--- src/hdl/d2s_pkg.sv ---
package d2s_pkg;
   localparam logic [63:0] FLT_MAX_BITS64 = 64'h47EF_FFFF_E000_0000;
   localparam int unsigned QDEPTH = 4;
   localparam int unsigned QAW = $clog2(QDEPTH);

   typedef enum logic [1:0] {
      ST_CONVERTED = 2'd0,
      ST_OVERFLOW  = 2'd1,
      ST_SKIPPED   = 2'd2
   } status_type;

   // classified request handed from front to back
   typedef struct packed {
      logic [63:0] value;
      status_type  status;
      logic        last;
   } item_type;

   // round right shift to nearest even, sh in 1..63
   function automatic logic [53:0] round_shift(input logic [52:0] m, input logic [5:0] sh);
      logic [115:0] wide;
      logic [52:0]  keep;
      logic         guard;
      logic         sticky;
      wide   = {m, 63'd0} >> sh;
      keep   = wide[115:63];
      guard  = wide[62];
      sticky = |wide[61:0];
      return {1'b0, keep} + 54'(guard & (sticky | keep[0]));
   endfunction
endpackage

--- src/hdl/d2s_front.sv ---
module d2s_front import d2s_pkg::*; (
   input  logic        clock,
   input  logic        reset,
   input  logic        req_push,
   output logic        req_full,
   input  logic [63:0] req_value_bits,
   input  logic        req_last_element,
   output logic        q_valid,
   input  logic        q_full,
   output item_type    q_item
);
   logic     aborted_ff, aborted_in;
   logic     valid_ff, valid_in;
   item_type item_ff, item_in;
   logic     take, is_nan, ovf;

   assign req_full = valid_ff & q_full;
   assign take     = req_push & ~req_full;
   assign q_valid  = valid_ff;
   assign q_item   = item_ff;

   // classify the request against the abort flag and FLT_MAX, and update the abort flag
   always_comb begin
      is_nan = (req_value_bits[62:52] == 11'h7FF) && (req_value_bits[51:0] != 52'd0);
      ovf    = ~is_nan && ({1'b0, req_value_bits[62:0]} > FLT_MAX_BITS64);
      item_in       = item_ff;
      valid_in      = valid_ff & q_full;
      aborted_in    = aborted_ff;
      if (take) begin
         valid_in        = 1'b1;
         item_in.value   = req_value_bits;
         item_in.last    = req_last_element;
         if (aborted_ff)  item_in.status = ST_SKIPPED;
         else if (ovf)    item_in.status = ST_OVERFLOW;
         else             item_in.status = ST_CONVERTED;
         if (!aborted_ff && ovf) aborted_in = 1'b1;
         if (req_last_element)   aborted_in = 1'b0;
      end
   end

   always_ff @(posedge clock) begin
      if (reset) begin
         aborted_ff <= 1'b0;
         valid_ff   <= 1'b0;
      end else begin
         aborted_ff <= aborted_in;
         valid_ff   <= valid_in;
      end
      item_ff <= item_in;
   end
endmodule

--- src/hdl/d2s_queue.sv ---
module d2s_queue import d2s_pkg::*; (
   input  logic     clock,
   input  logic     reset,
   input  logic     wr_valid,
   output logic     wr_full,
   input  item_type wr_item,
   output logic     rd_valid,
   input  logic     rd_take,
   output item_type rd_item
);
   item_type      mem_ff [QDEPTH];
   logic [QAW:0]  wptr_ff, wptr_in, rptr_ff, rptr_in;
   logic          push, pop;

   assign wr_full  = (wptr_ff[QAW] != rptr_ff[QAW]) && (wptr_ff[QAW-1:0] == rptr_ff[QAW-1:0]);
   assign rd_valid = wptr_ff != rptr_ff;
   assign rd_item  = mem_ff[rptr_ff[QAW-1:0]];
   assign push     = wr_valid & ~wr_full;
   assign pop      = rd_take & rd_valid;
   assign wptr_in  = wptr_ff + (QAW+1)'(push);
   assign rptr_in  = rptr_ff + (QAW+1)'(pop);

   // pointer update and queue write
   always_ff @(posedge clock) begin
      if (reset) begin
         wptr_ff <= '0;
         rptr_ff <= '0;
      end else begin
         wptr_ff <= wptr_in;
         rptr_ff <= rptr_in;
      end
      if (push) mem_ff[wptr_ff[QAW-1:0]] <= wr_item;
   end
endmodule

--- src/hdl/d2s_back.sv ---
module d2s_back import d2s_pkg::*; (
   input  logic        clock,
   input  logic        reset,
   input  logic        q_valid,
   output logic        q_take,
   input  item_type    q_item,
   output logic        rsp_empty,
   input  logic        rsp_pop,
   output logic [31:0] rsp_single_bits,
   output logic [1:0]  rsp_status,
   output logic        rsp_end_of_matrix
);
   logic        valid_ff, valid_in;
   logic [31:0] bits_ff, bits_in;
   logic [1:0]  status_ff;
   logic        last_ff;
   logic [31:0] conv;
   logic [10:0] ex;
   logic [52:0] m;
   logic [53:0] r;
   logic [11:0] sh;
   logic        sgn;

   assign rsp_empty         = ~valid_ff;
   assign q_take            = q_valid & (~valid_ff | rsp_pop);
   assign rsp_single_bits   = bits_ff;
   assign rsp_status        = status_ff;
   assign rsp_end_of_matrix = last_ff;
   assign valid_in          = q_take | (valid_ff & ~rsp_pop);

   // rebias exponent and round the significand
   always_comb begin
      sgn  = q_item.value[63];
      ex   = q_item.value[62:52];
      m    = {1'b1, q_item.value[51:0]};
      sh   = 12'd926 - {1'b0, ex};
      r    = round_shift(m, 6'd29);
      conv = {sgn, 31'd0};
      if (ex == 11'h7FF) begin
         conv = {sgn, 8'hFF, 1'b1, q_item.value[50:29]};
      end else if (ex == 11'd0) begin
         conv = {sgn, 31'd0};
      end else if (ex > 11'd896) begin
         conv = {sgn, 31'(({20'd0, ex - 11'd896} << 23) + 31'(r) - 31'h0080_0000)};
      end else if (sh < 12'd54) begin
         r    = round_shift(m, sh[5:0]);
         conv = {sgn, r[30:0]};
      end
      bits_in = (q_item.status == ST_CONVERTED) ? conv : 32'd0;
   end

   always_ff @(posedge clock) begin
      if (reset) valid_ff <= 1'b0;
      else       valid_ff <= valid_in;
      if (q_take) begin
         bits_ff   <= bits_in;
         status_ff <= q_item.status;
         last_ff   <= q_item.last;
      end
   end
endmodule

--- src/hdl/double_to_single_convert_checked.sv ---
// path: an accepted request passes the front register, a queue entry and the result register
// throughput: one request per cycle while req_full is low; front register, 4-entry queue, result register
// a full queue plus an item held in the front register stalls the front via req_full
// reset: synchronous active high; clears abort flag, queue and valid state
module double_to_single_convert_checked import d2s_pkg::*; (
   input  logic        clock,
   input  logic        reset,
   input  logic        req_push,
   output logic        req_full,
   input  logic [63:0] req_value_bits,
   input  logic        req_last_element,
   output logic        rsp_empty,
   input  logic        rsp_pop,
   output logic [31:0] rsp_single_bits,
   output logic [1:0]  rsp_status,
   output logic        rsp_end_of_matrix
);
   logic     f_valid, f_full, b_valid, b_take;
   item_type f_item, b_item;

   d2s_front u_front (
      .clock, .reset, .req_push, .req_full, .req_value_bits, .req_last_element,
      .q_valid(f_valid), .q_full(f_full), .q_item(f_item)
   );

   d2s_queue u_queue (
      .clock, .reset, .wr_valid(f_valid), .wr_full(f_full), .wr_item(f_item),
      .rd_valid(b_valid), .rd_take(b_take), .rd_item(b_item)
   );

   d2s_back u_back (
      .clock, .reset, .q_valid(b_valid), .q_take(b_take), .q_item(b_item),
      .rsp_empty, .rsp_pop, .rsp_single_bits, .rsp_status, .rsp_end_of_matrix
   );
endmodule

--- config.mk ---
export PLATFORM = sky130hd
export DESIGN_NAME = double_to_single_convert_checked
export DESIGN_NICKNAME = d
export VERILOG_FILES = /design/src/hdl/d2s_pkg.sv /design/src/hdl/d2s_front.sv /design/src/hdl/d2s_queue.sv /design/src/hdl/d2s_back.sv /design/src/hdl/double_to_single_convert_checked.sv
export SDC_FILE = /design/constraint.sdc
export NUM_CORES = 1
export LEC_CHECK = 0
export ABC_AREA = 1
export BUFFER_PORTS_ARGS = -buffer_cell sky130_fd_sc_hd__buf_4
export CAP_MARGIN = 20
export CORE_ASPECT_RATIO = 0.8
export CORE_MARGIN = 2
export CORE_UTILIZATION = 37
export CTS_CLUSTER_DIAMETER = 150
export CTS_CLUSTER_SIZE = 28
export DETAILED_ROUTE_END_ITERATION = 12
export GPL_TIMING_DRIVEN = 0
export SLEW_MARGIN = 10
export SYNTH_ARGS = -nofsm -noshare
export SYNTH_HDL_FRONTEND = slang
export SYNTH_SLANG_ARGS = --single-unit
--- constraint.sdc ---
create_clock -name clock -period 9.01 [get_ports clock]
set_clock_uncertainty 0.15 [all_clocks]
set_input_delay 0.4505 -clock clock [delete_from_list [all_inputs] [get_ports clock]]
set_output_delay 0.4505 -clock clock [all_outputs]
set_load 0.02 [all_outputs]
==> impl_metrics.toml <==
[route]
via_per_inst = 5.56
vias = 19600
wl_um = 80500
first_iter_violations = 2566
routedWlPerCell_um = 22.9
drc_errors = 0
ant_nets = 0
first_pass_iters = 7

[global_routing]
grt_pass1_wl_um = 119000
grt_max_degree = 57
grt_usage_pct = 26.6
grt-ovfl-total = 0
antenna_found_initial = 0
grt_pass1_vias = 18200

[worst_setup_path]
r2r_setup_slack_ns = 2.57
slowest_delay_ns = 0.63
path_cells = "buf_6, nand2_1, nand3_1, nand2_1, buf_6, buf_4, ha_1, clkbuf_1, buf_1, nand3_1, nand3_1, nand3_1, nand3_1, nand2_1, a21oi_2, nand2_2, inv_2, ha_1, nand3_2, nor2_2, nor2_1, o21ai_0, nand2_1, a21oi_1"
critPathRequiredTime_ns = 9.21
crit_top_cell = "nand3_1"
crit_family = "simple AND/OR/NAND/NOR gates"
path_class = "flop to flop"
cpMaxStageDelayCell = "buf_1"
critPathArrivalTime_ns = 6.65
cp-start-kind = "flop"
critPathBufInv = 6
cp-end-kind = "flop"
worstPathMaxFanout = 11

[synthesis]
synth_flop_cell = "edfxtp_1"
synth_warnings = 0
syn_avg_cell_area_um2 = 8.47
syn_inst = 2530
async_flop_share_pct = 0
synth_top_area_share_pct = 51.8
synth-edff-count = 370
yosysSeqAreaShare_pct = 52.7
yosysTopAreaCell = "edfxtp_1"
syn-num-nets = 2609
synth_cell_type_count = 55
synth_seq_cells = 379
yosys-top-cells-area = "edfxtp_1 (52%), nand2_1 (16%), nand3_1 (12%)"
syn_area_um2 = 21400

[clock_network]
clkTransAtPathRegs_ns = 0.12
cts-root-buf = "clkbuf_16"
post_cts_buffers = 0
clockBufferDepth = 3
h-tree-depth = 1
cts_tree = "done"
cts_made_buffers = 17
clock_latency_ns = 0.52
clock_sinks = 379

[sta]
relSlewSlack_pct = 44.2
layout_min_cycle_time_ns = 6.44
layout_worst_path_cycle_share_pct = 71.5
worst_pin_slew_ns = 0.833
tns_ns = 0
drv_slew = 0
setup_viol = 0
finalHoldViolations = 0
fmax_mhz = 155
rsz0062_at_grt = "false"

[die]
row_count = 78
core_area_um2 = 57000
boundaryPins = 106
start_util_pct = 37.6
die_area_um2 = 59900
die_w_um = 273
die_h_um = 219

[placement]
hpwl_um = 62600
globalplace.congestion = 1.00
portBuffers = 105
post_dp_cell_area_um2 = 23500

[finish]
syn2layout_area_growth_pct = 15.1
fillers = 5704
nets = 2834
diodes = 0
design_area_um2 = 24700
drive_gt1_share_pct = 13.8
utilization_pct = 43.3

[job]
drv_cap = 0

[run_status]
status = "finished clean"

[worst_hold_path]
hp-class = "input pin to flop"
## layer usage
layer | vias to the layer above | track usage [%] | routed length [um]
met2 | 977 | 40.6 | 34700
li1 | 9084 | - | -
met3 | 84 | 3.13 | 7420
met1 | 9440 | 40.7 | 37000
met5 | - | 0 | 0
met4 | 0 | 4.81 | 1450
## cell usage in the layout, fill, tap and decap left out, drive strengths merged, types with 9 or more instances in the layout
cell           n
edfxtp       370
dlygate4sd3   66
nor3          19
xor2          11
o21ai         58
inv          126
a21oi         70
dfxtp          9
buf          241
clkbuf        43
nand3        534
nand4         37
nand2        954
nor2         149
ha            10
nor4          23
## cells by family (layout without fill, tap and decap cells)
group | count (synthesis) | count (layout) | share of synthesized area [%]
buf+inv | 249 | 479 | 5.96
xor+xnor | 15 | 15 | 0.613
fa+ha+maj | 10 | 10 | 0.584
flops | 379 | 379 | 52.7
simple gates | 1726 | 1726 | 36.1
compound gates | 151 | 151 | 4.06
## cells in the mapped netlist (11+ instances only)
| cell type | n |
|---|---|
| nor2_2 | 17 |
| buf_4 | 22 |
| a21oi_1 | 62 |
| nand4_1 | 35 |
| inv_1 | 105 |
| nand3_1 | 515 |
| xor2_1 | 11 |
| edfxtp_1 | 370 |
| buf_6 | 25 |
| inv_2 | 20 |
| clkbuf_1 | 20 |
| nor4_1 | 22 |
| o21ai_0 | 37 |
| nor2_1 | 126 |
| nand2_1 | 910 |
| nor3_1 | 17 |
| buf_2 | 43 |
| o21ai_1 | 18 |
| nand2_2 | 36 |
| nand3_2 | 19 |
## worst reg2reg max path: cells and delay by family, from the launching register on
family	cells	cell delay, ns
adders and majority gates	2	0.64
DFF	1	0.47
AOI/OAI and AO/OA	3	0.99
and+or+nand+nor	13	2.12
buffers and inverters	6	1.87
## flip-flops by register name, indices dropped and copies added (netlist names)
| register | cells |
|---|---|
| u_queue.mem_ff | 268 |
| u_front.q_item | 67 |
| u_back.rsp_single_bits | 32 |
| u_queue.rptr_ff | 3 |
| u_queue.wptr_ff | 3 |
| u_back.rsp_status | 2 |
| u_back.rsp_end_of_matrix | 1 |
| u_back.valid_ff | 1 |
| u_front.aborted_ff | 1 |
| u_front.q_valid | 1 |
## worst paths after layout
kind / from / to / cells past startpoint
setup / recovery: u_queue.rptr_ff[0] / u_back.rsp_single_bits[8] / 24
setup reg to reg: u_queue.rptr_ff[0] / u_back.rsp_single_bits[8] / 24
hold reg to reg: u_front.aborted_ff / u_front.q_item[2] / 0
hold / removal: req_value_bits[15] / u_front.q_item[18] / 1
## area by class of cell
class / count / area, um2 / area share (%)
Buffer: 121 / 795 / 3.22
Clock buffer: 23 / 448 / 1.82
Clock inverter: 1 / 16.3 / 0.0659
Inverter: 128 / 485 / 1.97
Multi-Input combinational cell: 1902 / 8880 / 36.0
Sequential cell: 379 / 11300 / 45.8
Tap cell: 760 / 951 / 3.85
Timing Repair Buffer: 206 / 1800 / 7.31
## stage by stage
| step | hold slack, ns | std cells | setup WS [ns] |
|---|---|---|---|
| floorplan | 0.276 | 2530 | 2.30 |
| global placement | 0.293 | 3395 | -2.31 |
| detailed placement | 0.309 | 3430 | 2.95 |
| CTS | 0.0116 | 3520 | 2.92 |
| global route | 0.0229 | 3520 | 2.54 |
| finish | 0.0241 | 3520 | 2.57 |
## what timing repair did
item	CTS	global route
hold buffers	66	0
resized for setup	0	0
hold endpoints to repair	72	0
Power is not shown: default switching activity piles up to over one toggle a cycle in this logic, so the estimate is an artifact.
